===== src/hdl/tdcm_pkg.sv =====
// ----------------------------------------------------------------------------
// Task-to-device coordinate map: shared types and constants
// Saturating arithmetic helpers, register indexes and the record that
// travels along the row of dimension cells.
// ----------------------------------------------------------------------------
package tdcm_pkg;

	localparam int DIM_LIMIT = 4;
	localparam int COORD_W   = 16;
	localparam int FIELD_W   = 16;
	localparam int INDEX_W   = 32;
	// One bit above the index width marks a value of 2^32 or more.
	localparam int SAT_W     = INDEX_W + 1;

	localparam logic [SAT_W-1:0] SAT_CAP = {1'b1, {INDEX_W{1'b0}}};
	localparam logic [SAT_W-1:0] SAT_ONE = {{(SAT_W-1){1'b0}}, 1'b1};

	localparam logic [2:0] REG_ACTIVE_DIMS   = 3'd0;
	localparam logic [2:0] REG_DEGREES       = 3'd1;
	localparam logic [2:0] REG_STRIDES       = 3'd2;
	localparam logic [2:0] REG_PROJECTION    = 3'd3;
	localparam logic [2:0] REG_START_NODE    = 3'd4;
	localparam logic [2:0] REG_START_DEVICE  = 3'd5;
	localparam logic [2:0] REG_NODE_COUNT    = 3'd6;
	localparam logic [2:0] REG_DEVS_PER_NODE = 3'd7;

	typedef logic [SAT_W-1:0] sat_t;

	// Partial result of one item as it moves from cell to cell. The coordinate
	// for the next cell always sits in the lowest slot.
	typedef struct packed {
		sat_t                               node_sum;
		sat_t                               dev_sum;
		sat_t                               node_coeff;
		sat_t                               dev_coeff;
		logic [DIM_LIMIT-1:0][COORD_W-1:0] coord;
	} acc_t;

	function automatic sat_t sat_mul(input sat_t a, input logic [INDEX_W-1:0] b);
		logic [2*INDEX_W-1:0] p;
		sat_t                 r;
		p = (2*INDEX_W)'(a[INDEX_W-1:0]) * (2*INDEX_W)'(b);
		if (a == '0 || b == '0) begin
			r = '0;
		end else if (a[INDEX_W] || (|p[2*INDEX_W-1:INDEX_W])) begin
			r = SAT_CAP;
		end else begin
			r = {1'b0, p[INDEX_W-1:0]};
		end
		return r;
	endfunction

	function automatic sat_t sat_add(input sat_t a, input sat_t b);
		sat_t s;
		sat_t r;
		s = SAT_W'(a[INDEX_W-1:0]) + SAT_W'(b[INDEX_W-1:0]);
		if (a[INDEX_W] || b[INDEX_W] || s[INDEX_W]) begin
			r = SAT_CAP;
		end else begin
			r = s;
		end
		return r;
	endfunction

endpackage


===== src/hdl/tdcm_if.sv =====


interface tdcm_result_if;
	logic        valid;
	logic        ready;
	logic [31:0] node_index;
	logic [31:0] device_index;
	logic        coordinate_valid;

	modport source (output valid, output node_index, output device_index,
		output coordinate_valid, input ready);
	modport sink (input valid, input node_index, input device_index,
		input coordinate_valid, output ready);
endinterface


===== src/hdl/tdcm_out.sv =====
// ----------------------------------------------------------------------------
// Task-to-device coordinate map: result stage
// Saturates both indices, checks them against the machine bounds and holds
// the result until the downstream transfer.
// ----------------------------------------------------------------------------
module tdcm_out (
	input  logic                          clk,
	input  logic                          arst_n,
	input  logic [tdcm_pkg::FIELD_W-1:0]  node_count,
	input  logic [tdcm_pkg::FIELD_W-1:0]  devices_per_node,
	input  logic                          up_valid,
	output logic                          up_ready,
	input  tdcm_pkg::acc_t                up_data,
	tdcm_result_if.source                 result
);

	logic                               valid_q;
	logic [tdcm_pkg::INDEX_W-1:0]       node_q;
	logic [tdcm_pkg::INDEX_W-1:0]       dev_q;
	logic                               inside_q;
	logic                               node_ok;
	logic                               dev_ok;

	assign up_ready = !valid_q || result.ready;

	assign node_ok = !up_data.node_sum[tdcm_pkg::INDEX_W] &&
		(up_data.node_sum < tdcm_pkg::SAT_W'(node_count));
	assign dev_ok  = !up_data.dev_sum[tdcm_pkg::INDEX_W] &&
		(up_data.dev_sum < tdcm_pkg::SAT_W'(devices_per_node));

	always_ff @(posedge clk or negedge arst_n) begin
		if (!arst_n) begin
			valid_q <= 1'b0;
		end else if (up_ready) begin
			valid_q <= up_valid;
		end
	end

	always_ff @(posedge clk) begin
		if (up_ready && up_valid) begin
			node_q   <= up_data.node_sum[tdcm_pkg::INDEX_W] ?
				'1 : up_data.node_sum[tdcm_pkg::INDEX_W-1:0];
			dev_q    <= up_data.dev_sum[tdcm_pkg::INDEX_W] ?
				'1 : up_data.dev_sum[tdcm_pkg::INDEX_W-1:0];
			inside_q <= node_ok && dev_ok;
		end
	end

	assign result.valid            = valid_q;
	assign result.node_index       = node_q;
	assign result.device_index     = dev_q;
	assign result.coordinate_valid = inside_q;

endmodule


===== src/flat_wrapper.sv =====
// flat-port wrapper written by rule: the top's interface ports become plain ports
module tdcm_out_flat 
  (clk, arst_n, node_count, devices_per_node, up_valid, up_ready, up_data, result_valid, result_node_index, result_device_index, result_coordinate_valid, result_ready);
  tdcm_result_if result_i ();
  input  logic clk;
  input  logic arst_n;
  input  logic [tdcm_pkg::FIELD_W-1:0] node_count;
  input  logic [tdcm_pkg::FIELD_W-1:0] devices_per_node;
  input  logic up_valid;
  output logic up_ready;
  input  tdcm_pkg::acc_t up_data;
  output wire logic [$bits(result_i.valid)-1:0] result_valid;
  output wire logic [$bits(result_i.node_index)-1:0] result_node_index;
  output wire logic [$bits(result_i.device_index)-1:0] result_device_index;
  output wire logic [$bits(result_i.coordinate_valid)-1:0] result_coordinate_valid;
  input wire logic [$bits(result_i.ready)-1:0] result_ready;
  assign result_valid = result_i.valid;
  assign result_node_index = result_i.node_index;
  assign result_device_index = result_i.device_index;
  assign result_coordinate_valid = result_i.coordinate_valid;
  assign result_i.ready = result_ready;
  tdcm_out u_core (.clk(clk), .arst_n(arst_n), .node_count(node_count), .devices_per_node(devices_per_node), .up_valid(up_valid), .up_ready(up_ready), .up_data(up_data), .result(result_i));
endmodule

===== config.mk =====
export PLATFORM = sky130hd
export DESIGN_NAME = tdcm_out_flat
export DESIGN_NICKNAME = d
export VERILOG_FILES = /design/src/hdl/tdcm_pkg.sv /design/src/hdl/tdcm_if.sv /design/src/hdl/tdcm_out.sv /design/src/flat_wrapper.sv
export SDC_FILE = /design/constraint.sdc
export NUM_CORES = 1
export LEC_CHECK = 0
export BUFFER_PORTS_ARGS = -buffer_cell sky130_fd_sc_hd__buf_2
export CORE_AREA = 3 3 116 118
export CTS_CLUSTER_SIZE = 10
export DETAILED_ROUTE_END_ITERATION = 10
export DIE_AREA = 0 0 119 121
export SYNTH_ARGS = -nofsm -noshare
export SYNTH_HDL_FRONTEND = slang
export SYNTH_SLANG_ARGS = --single-unit

===== constraint.sdc =====
create_clock -name clk -period 7.1 [get_ports clk]
set_input_delay 1.42 -clock clk [delete_from_list [all_inputs] [get_ports clk]]
set_output_delay 1.42 -clock clk [all_outputs]
set_load 0.1 [all_outputs]

==> impl_metrics.py, run 1 <==
metrics = {
    "cells_and_area": {
        "multi_input_area_um2": 1132,
        "syn2layout_area_growth_pct": 39.74,
        "final_util_pct": 36.13,
        "antenna_cells": 0,
        "nets": 692,
        "design_area_um2": 4541,
        "drive_above_1_share_pct": 55.40,
        "nFillCells": 1258,
        "area.sequential_um2": 1977,
    },
    "setup_path": {
        "reg2reg_from": "u_core.result.valid",
        "critPathCaptureType": "output pin",
        "path_class": "in -> out",
        "worstPathRequired_ns": 5.68,
        "r2r_end": "u_core.result.node_index[20]",
        "reg2reg_depth": 2,
        "critPathMaxFanout": 3,
        "crit_path_end": "up_ready",
        "rrSetupSlack_ns": 5.48,
        "arrival_ns": 2.05,
        "critPathLaunchType": "primary input",
        "crit_start": "result_ready",
    },
    "detailed_routing": {
        "routedWlPerCell_um": 13.92,
        "drc": 0,
        "drtAntennaViolNets": 0,
        "drtIter0Drc": 76,
        "avgViaCountPerCell": 4.209,
        "met3_length_um": 537,
        "wirelength_met1_um": 3553,
        "firstDrtPassIters": 4,
        "wl_met2_um": 4146,
        "dr_total_vias": 2555,
        "wirelength_um": 8452,
        "routed.top_layer": "met4",
    },
    "power_and_ir_drop": {
        "switching_share_pct": 31.44,
        "intPower_uw": 743.9,
        "leakagePower_nw": 1.988,
        "p_clk_share_pct": 35.5,
        "ir_drop_v": 0.00007815,
        "power_frac_seq_pct": 42.0,
        "p_sw_uw": 341.1,
        "combPwrFrac_pct": 22.5,
        "p_per_area_nw_per_um2": 239.0,
        "power_mw": 1.085,
    },
    "logic_synthesis": {
        "ys.flop_type": "edfxtp_1",
        "yosysTopAreaCellShare_pct": 60.07,
        "yosysSeqAreaShare_pct": 60.84,
        "yosys_warnings": 0,
        "ys_ff_latch": 66,
        "yosys.area.top_type": "edfxtp_1",
        "yosysMostFrequentCell": "edfxtp_1",
        "yosys-top-cells-area": "edfxtp_1, or2_2, ha_1",
        "netlist-cell-type-count": 30,
        "synth_edf_count": 65,
        "syn_nets": 519,
        "synthCells": 257,
        "synthArstFlopShare_pct": 1.515,
        "netlist_area_um2": 3249,
        "avgSynthCellArea_um2": 12.64,
        "synth_common_cells": "edfxtp_1, or2_2, inv_1",
    },
    "run_status": {
        "status": "finished clean",
    },
    "global_routing": {
        "antenna_found_initial": 0,
        "grt_pass1_vias": 2619,
        "grt_first_pass_wirelength_um": 12940,
        "grt_usage_pct": 11.82,
        "grt_max_degree": 66,
        "grt.overflow.total": 0,
    },
    "clock_network": {
        "postCtsHoldBufs": 0,
        "clockBufferDepth": 2,
        "clock-sinks": 66,
        "ctsResizeCount": 0,
        "clk_latency_ns": 0.33,
        "post_cts_buffers": 0,
        "cts_tree": "done",
        "htreeDepth": 3,
        "path_clk_slew_ns": 0.05,
        "root_buffer": "clkbuf_16",
        "cts_buffers": 9,
    },
    "timing": {
        "timing.final.crit_period_ns": 3.471,
        "timing.final.max_slew_violations": 0,
        "whs_ns": 0.5277,
        "setup_violations": 0,
        "setup-tns-final_ns": 0,
        "min_period_over_period_pct": 48.89,
        "relSlewSlack_pct": 41.78,
        "tightestPinTransition_ns": 0.8733,
        "skew_ns": 0.005976,
        "max_freq_ghz": 0.2881,
        "rsz0062_at_grt": "false",
        "hold_viol_final": 0,
    },
    "flow_run": {
        "max_cap_violations": 0,
    },
    "place": {
        "place_area_um2": 4285,
        "dpl.hpwl_um": 6739,
        "place_congestion": 0.7300,
        "port_buffers": 168,
    },
    "die": {
        "die_y_um": 121,
        "die_x_um": 119,
        "start_util_pct": 25.85,
        "coreArea_um2": 12570,
        "fp.dieArea_um2": 14400,
        "core.rowCount": 41,
        "io_pins": 299,
    },
    "worst_hold_path": {
        "worstHoldPathType": "reg -> reg",
        "hold_path.startpoint": "u_core.result.valid",
    },
}
==> power groups by stage <==
stage                     logic [mW]  registers (mW)  clock network [mW]
after floorplan               0.0561           0.590                   0
after global placement         0.244           0.463                   0
after detailed placement       0.247           0.464                   0
after CTS                      0.248           0.456               0.399
after global routing           0.262           0.458               0.414
final                          0.244           0.456               0.385
==> layout by cell type, fill, tap and decap left out <==
master | Yosys | routed
nand4_1 | 5 | 5
ha_1 | 30 | 30
nor4_1 | 7 | 7
nor4b_1 | 1 | 1
nor3b_1 | 1 | 1
edfxtp_1 | 65 | 65
a221oi_1 | 1 | 1
and2_4 | 0 | 1
clkbuf_1 | 6 | 3
a31oi_1 | 1 | 1
o31ai_1 | 1 | 1
o21ai_0 | 5 | 5
or4_1 | 2 | 2
and4b_1 | 1 | 1
clkinvlp_4 | 0 | 1
inv_1 | 32 | 32
a211oi_1 | 2 | 2
buf_2 | 0 | 168
clkinv_1 | 0 | 3
nor3_1 | 5 | 5
nor2b_1 | 1 | 1
nand2b_1 | 3 | 3
dfrtp_1 | 1 | 1
or2_1 | 3 | 3
a211oi_2 | 1 | 1
a21o_1 | 1 | 1
clkbuf_16 | 0 | 9
nand3_1 | 3 | 3
and4_1 | 1 | 1
a21oi_1 | 9 | 9
nand2_1 | 5 | 5
a21boi_0 | 1 | 1
or2_2 | 61 | 61
nor2_1 | 1 | 1
==> cells by family after synthesis <==
family | after synthesis | share of synthesized area [%]
simple gates | 101 | 19.06
fa+ha+maj | 30 | 11.55
flops | 66 | 60.84
buf+inv | 38 | 4.390
compound gates | 22 | 4.159
==> worst min path at each step <==
stage,end,slack (ns),cells after the start
2_1_floorplan,u_core.result.valid,1.12,0
3_3_place_gp,u_core.result.valid,0.50,2
3_5_place_dp,u_core.result.valid,0.53,2
4_1_cts,u_core.result.valid,0.54,2
5_1_grt,u_core.result.valid,0.57,2
6_report,u_core.result.valid,0.53,2
==> critical path: stages <==
cell      delay [ns]
buf_2           0.07
nand2b_1        0.12
buf_2           0.44
==> layout make-up <==
type	instances	share of cell area, %
clock buffer	12	5.208
clock inverter	4	0.4133
inverter	32	2.645
multi-input combinational	153	24.94
sequential	66	43.54
tap	172	4.740
timing repair buffer	168	18.52
==> flip-flops by register name, indices dropped and copies added (netlist names) <==
signal	count
u_core.result.valid	1
u_core.result.node_index	32
u_core.result.device_index	32
u_core.result.coordinate_valid	1
==> per-layer routing <==
layer	track usage [%]	vias up
met5	0	-
li1	-	1260
met2	19.50	94
met4	6.372	0
met1	13.92	1187
met3	3.403	14
==> metrics by stage <==
step	cells	setup slack [ns]
after floorplan	257	2.798
after global placement	591	3.585
after detailed placement	591	3.575
after CTS	607	3.624
after global routing	607	3.595
final	607	3.629
No activity file was read; power rests on OpenSTA's default activity.
==> run 2, diff against run 1 <==
- clock period: 7.1 -> 3.5 ns (I/O delays scaled with it)
==> impl_metrics.py, run 2 (synthesized netlist as in run 1, its figures left out) <==
metrics = {
    "die": {
        "die_y_um": 121,
        "io_pins": 299,
        "core.rowCount": 41,
        "start_util_pct": 25.85,
        "coreArea_um2": 12570,
        "fp.dieArea_um2": 14400,
        "die_x_um": 119,
    },
    "detailed_routing": {
        "drtAntennaViolNets": 0,
        "dr_total_vias": 2579,
        "avgViaCountPerCell": 4.235,
        "drc": 0,
        "routedWlPerCell_um": 13.99,
        "firstDrtPassIters": 4,
        "drtIter0Drc": 115,
        "wirelength_um": 8519,
    },
    "clock_network": {
        "postCtsHoldBufs": 0,
        "cts_buffers": 9,
        "path_clk_slew_ns": 0.05,
        "htreeDepth": 3,
        "cts_tree": "done",
        "post_cts_buffers": 0,
        "clk_latency_ns": 0.33,
        "clockBufferDepth": 2,
        "clock-sinks": 66,
        "ctsResizeCount": 0,
        "root_buffer": "clkbuf_16",
    },
    "cells_and_area": {
        "nFillCells": 1253,
        "syn2layout_area_growth_pct": 40.20,
        "drive_above_1_share_pct": 55.84,
        "nets": 694,
        "antenna_cells": 0,
        "layout_common_cells": "buf_2, edfxtp_1, or2_2",
        "final_common_cell": "buf_2",
    },
    "worst_hold_path": {
        "worstHoldPathType": "in -> async",
    },
    "timing": {
        "max_freq_ghz": 0.4144,
        "tightestPinTransition_ns": 0.5459,
        "rsz0062_at_grt": "false",
        "setup_violations": 0,
        "relSlewSlack_pct": 63.85,
        "timing.final.crit_period_ns": 2.413,
        "setup-tns-final_ns": 0,
        "skew_ns": 0.004410,
        "min_period_over_period_pct": 68.95,
        "hold_viol_final": 0,
        "timing.final.max_slew_violations": 0,
    },
    "global_routing": {
        "grt_pass1_vias": 2686,
        "grt_usage_pct": 12.05,
        "grt_first_pass_wirelength_um": 13190,
        "antenna_found_initial": 0,
        "grt.overflow.total": 0,
        "grt_max_degree": 33,
    },
    "power_and_ir_drop": {
        "power_mw": 2.216,
        "ir_drop_v": 0.0001524,
        "leakagePower_nw": 1.999,
        "p_per_area_nw_per_um2": 486.4,
    },
    "setup_path": {
        "slowest_stage": "or4_1",
        "path_class": "in -> reg",
        "critPathMaxFanout": 2,
        "rrSetupSlack_ns": 1.91,
        "worst_path_most_repeated_cell": "or4_1",
        "critPathCaptureType": "register",
        "reg2reg_depth": 3,
        "worstPathRequired_ns": 3.68,
        "critPathLaunchType": "primary input",
        "crit_chain": "buf_2 > inv_1 > ha_1 > a21oi_1 > nor3_1 > or4_1 > or4_1 > a211oi_2",
        "arrival_ns": 2.59,
        "critPathMaxStageDelay_ns": 0.54,
    },
    "place": {
        "port_buffers": 168,
        "dpl.hpwl_um": 6878,
        "place_congestion": 0.7697,
    },
    "flow_run": {
        "max_cap_violations": 0,
    },
    "run_status": {
        "status": "finished clean",
    },
}
-- run 2: worst max-delay path: cells and delay by family --
kind,cells,cell delay (ns)
simple gates,3,1.13
fa+ha+maj,1,0.30
compound gates,2,0.36
buf+inv,2,0.12
-- run 2: layout make-up --
type / instances / area (µm²) / area share [%]
flip-flops and latches: 66 / 1977 / 43.39
multi-input cells: 153 / 1131 / 24.83
repair buffers: 170 / 855.8 / 18.79
clock buffers: 13 / 240.2 / 5.273
well taps: 172 / 215.2 / 4.724
inverters: 32 / 120.1 / 2.637
clock inverters: 3 / 16.27 / 0.3570
-- run 2: path summary, 6_finish.rpt --
kind,endpoint,startpoint
hold / removal,u_core.result.valid,arst_n
hold reg to reg,u_core.result.valid,u_core.result.valid
max in group asynchronous,u_core.result.valid,arst_n
setup / recovery,u_core.result.coordinate_valid,devices_per_node[14]
setup reg to reg,u_core.result.node_index[18],u_core.result.valid
min in group clk,u_core.result.valid,u_core.result.valid
-- run 2: per-stage QoR --
stage	hold WS [ns]	cells	setup slack, ns	instance area (µm²)	util (%)
2_1_floorplan	0.4044	257	0.4259	3251	-
3_3_place_gp	0.4751	593	0.7052	4299	34.21
3_5_place_dp	0.4763	593	0.7094	4299	34.21
4_1_cts	0.1139	609	1.058	4556	36.25
5_1_grt	0.1107	609	0.9586	4556	36.25
6_report	0.1297	609	1.087	4556	36.25
-- run 2: power by group --
part	switching (mW)	internal (mW)	total, mW	leakage, nW
clock	0.317	0.476	0.793	0.121
combinational	0.377	0.122	0.499	1.29
sequential	0.00833	0.916	0.924	0.586
total	0.702	1.51	2.22	2.00
-- run 2: layer usage --
layer	track usage [%]	share of wire, %	vias to the layer above
met5	0	0	-
met2	19.43	48	107
li1	-	-	1267
met3	3.263	6.8	17
met4	7.169	3.1	0
met1	14.41	42	1188
==> run 3, diff against run 2 <==
- ABC_AREA: unset -> 1
- CORE_AREA: 3 3 116 118 -> 3 3 114 116
- DIE_AREA: 0 0 119 121 -> 0 0 117 119
- clock period: 3.5 -> 2 ns (I/O delays scaled with it)
==> impl_metrics.py, run 3 <==
metrics = {
    "power_and_ir_drop": {
        "switching_share_pct": 30.89,
        "p_per_area_nw_per_um2": 883.4,
        "combPwrFrac_pct": 21.0,
        "intPower_mw": 2.925,
        "p_clk_share_pct": 40.8,
        "p_sw_mw": 1.308,
        "power_frac_seq_pct": 38.2,
        "power_mw": 4.232,
        "ir_drop_v": 0.0002885,
        "leakagePower_nw": 2.202,
    },
    "logic_synthesis": {
        "synth_common_cells": "edfxtp_1, nand2_1, or2_2",
        "syn_nets": 582,
        "netlist_area_um2": 3402,
        "avgSynthCellArea_um2": 10.63,
        "yosysMostFrequentCell": "edfxtp_1",
        "yosys-top-cells-area": "edfxtp_1, ha_1, or2_2",
        "synth_edf_count": 65,
        "yosys_warnings": 0,
        "yosysSeqAreaShare_pct": 58.11,
        "yosys.area.top_type": "edfxtp_1",
        "ys.flop_type": "edfxtp_1",
        "ys_ff_latch": 66,
        "yosysTopAreaCellShare_pct": 57.37,
        "synthCells": 320,
        "netlist-cell-type-count": 22,
        "synthArstFlopShare_pct": 1.515,
    },
    "detailed_routing": {
        "firstDrtPassIters": 4,
        "dr_total_vias": 2742,
        "avgViaCountPerCell": 4.225,
        "drtIter0Drc": 125,
        "routedWlPerCell_um": 12.73,
        "wirelength_um": 8259,
        "drc": 0,
        "drtAntennaViolNets": 0,
    },
    "timing": {
        "relSlewSlack_pct": 66.11,
        "tightestPinTransition_ns": 0.5118,
        "setup-tns-final_ns": 0,
        "fin_ws_ns": 0.2572,
        "timing.final.crit_period_ns": 1.743,
        "max_freq_ghz": 0.5738,
        "min_period_over_period_pct": 87.14,
        "setup_violations": 0,
        "whs_ns": 0.3015,
        "skew_ns": 0.003039,
        "rsz0062_at_grt": "false",
        "timing.final.max_slew_violations": 0,
        "hold_viol_final": 0,
    },
    "global_routing": {
        "grt_max_degree": 66,
        "grt.overflow.total": 0,
        "grt-busiest-layer": "met2",
        "grt_usage_pct": 11.63,
        "grt_first_pass_wirelength_um": 12490,
        "grtUsageMet3_pct": 3.455,
        "grt_pass1_vias": 2629,
        "use_met1_pct": 14.23,
        "antenna_found_initial": 0,
        "met2_usage_pct": 18.21,
    },
    "worst_hold_path": {
        "holdPathStages": 3,
        "worstHoldPathType": "in -> reg",
    },
    "cells_and_area": {
        "nets": 759,
        "layout_common_cells": "buf_2, edfxtp_1, nand2_1",
        "area.sequential_um2": 1981,
        "syn2layout_area_growth_pct": 40.82,
        "nFillCells": 1199,
        "drive_above_1_share_pct": 48.61,
        "multi_input_area_um2": 1247,
        "final_common_cell": "buf_2",
        "antenna_cells": 0,
    },
    "clock_network": {
        "clockBufferDepth": 2,
        "cts_tree": "done",
        "ctsResizeCount": 0,
        "clk_latency_ns": 0.33,
        "cts_buffers": 9,
        "root_buffer": "clkbuf_16",
        "path_clk_slew_ns": 0.06,
        "htreeDepth": 3,
        "clock-sinks": 66,
    },
    "die": {
        "start_util_pct": 28.32,
        "coreArea_um2": 12010,
        "die_x_um": 117,
        "fp.dieArea_um2": 13920,
        "io_pins": 299,
        "core.rowCount": 40,
        "die_y_um": 119,
    },
    "setup_path": {
        "reg2reg_depth": 2,
        "path_class": "reg -> out",
        "worstPathRequired_ns": 1.60,
        "critPathCaptureType": "output pin",
        "arrival_ns": 1.34,
        "critPathMaxFanout": 3,
        "critPathLaunchType": "register",
    },
    "place": {
        "port_buffers": 168,
        "place_congestion": 0.7475,
        "pre_cts_ws_ns": 0.2586,
        "dpl.hpwl_um": 6604,
    },
    "run_status": {
        "status": "finished clean",
    },
    "flow_run": {
        "max_cap_violations": 0,
    },
}
[run 3: cell types whose count changed after synthesis, sizes merged, moves of 2 or more]
cell / before / now
nand2: 5 / 50
nand3: 3 / 1
a211oi: 3 / 0
nor3: 5 / 1
nand4: 5 / 2
nor4: 7 / 0
or4: 2 / 0
nor2: 1 / 41
nand2b: 3 / 0
or2: 64 / 59
inv: 32 / 44
a21oi: 9 / 11
[run 3: worst max-delay path, cell delays in order (launching register included)]
cell	delay, ns
dfrtp_4	0.49
nand2_1	0.09
buf_2	0.43
[run 3: final cells by class]
| cell class | count | area share (%) |
|---|---|---|
| Clock inverter | 7 | 2.142 |
| Timing Repair Buffer | 172 | 18.49 |
| Inverter | 44 | 3.447 |
| Sequential cell | 66 | 41.34 |
| Tap cell | 147 | 3.839 |
| Multi-Input combinational cell | 204 | 26.04 |
| Clock buffer | 9 | 4.701 |
[run 3: metal layers]
| metal | wire length (µm) | vias to the layer above |
|---|---|---|
| met5 | 0 | - |
| li1 | - | 1396 |
| met1 | 3536 | 1227 |
| met3 | 631 | 15 |
| met4 | 219 | 0 |
| met2 | 3871 | 104 |
[run 3: path summary, 6_finish.rpt]
path / start / end / slack (ns)
worst max-delay path: u_core.result.valid / up_ready / 0.26
worst min-delay path: up_valid / u_core.result.valid / 0.30
worst max register to register: u_core.result.valid / u_core.result.node_index[7] / 0.67
worst min register to register: u_core.result.valid / u_core.result.valid / 0.59
max in group asynchronous: arst_n / u_core.result.valid / 1.53
min in group asynchronous: arst_n / u_core.result.valid / 0.38
[run 3: what timing repair did]
| item | 4_1_cts | 5_1_grt |
|---|---|---|
| hold buffers | 1 | 0 |
| buffers inserted | 0 | 0 |
| hold endpoints to repair | 1 | 0 |
[run 3: cell families after synthesis]
group                      synth area share (%)
AOI/OAI and AO/OA                         2.648
adders and majority gates                 11.03
buffers and inverters                     5.553
DFF                                       58.11
and+or+nand+nor                           22.65
[run 3: power groups by stage]
stage	clock [mW]	sequential [mW]	combinational, mW
global placement	0	1.65	0.887
CTS	1.78	1.62	0.900
floorplan	0	2.09	0.217
detailed placement	0	1.65	0.897
finish	1.73	1.62	0.888
global route	1.83	1.62	0.952
[run 3: stage by stage]
step	std cells	utilization [%]	instance area, µm²
after floorplan	320	-	3417
after global placement	632	37.07	4453
after detailed placement	632	37.07	4453
after CTS	649	39.89	4791
after global routing	649	39.89	4791
final	649	39.89	4791
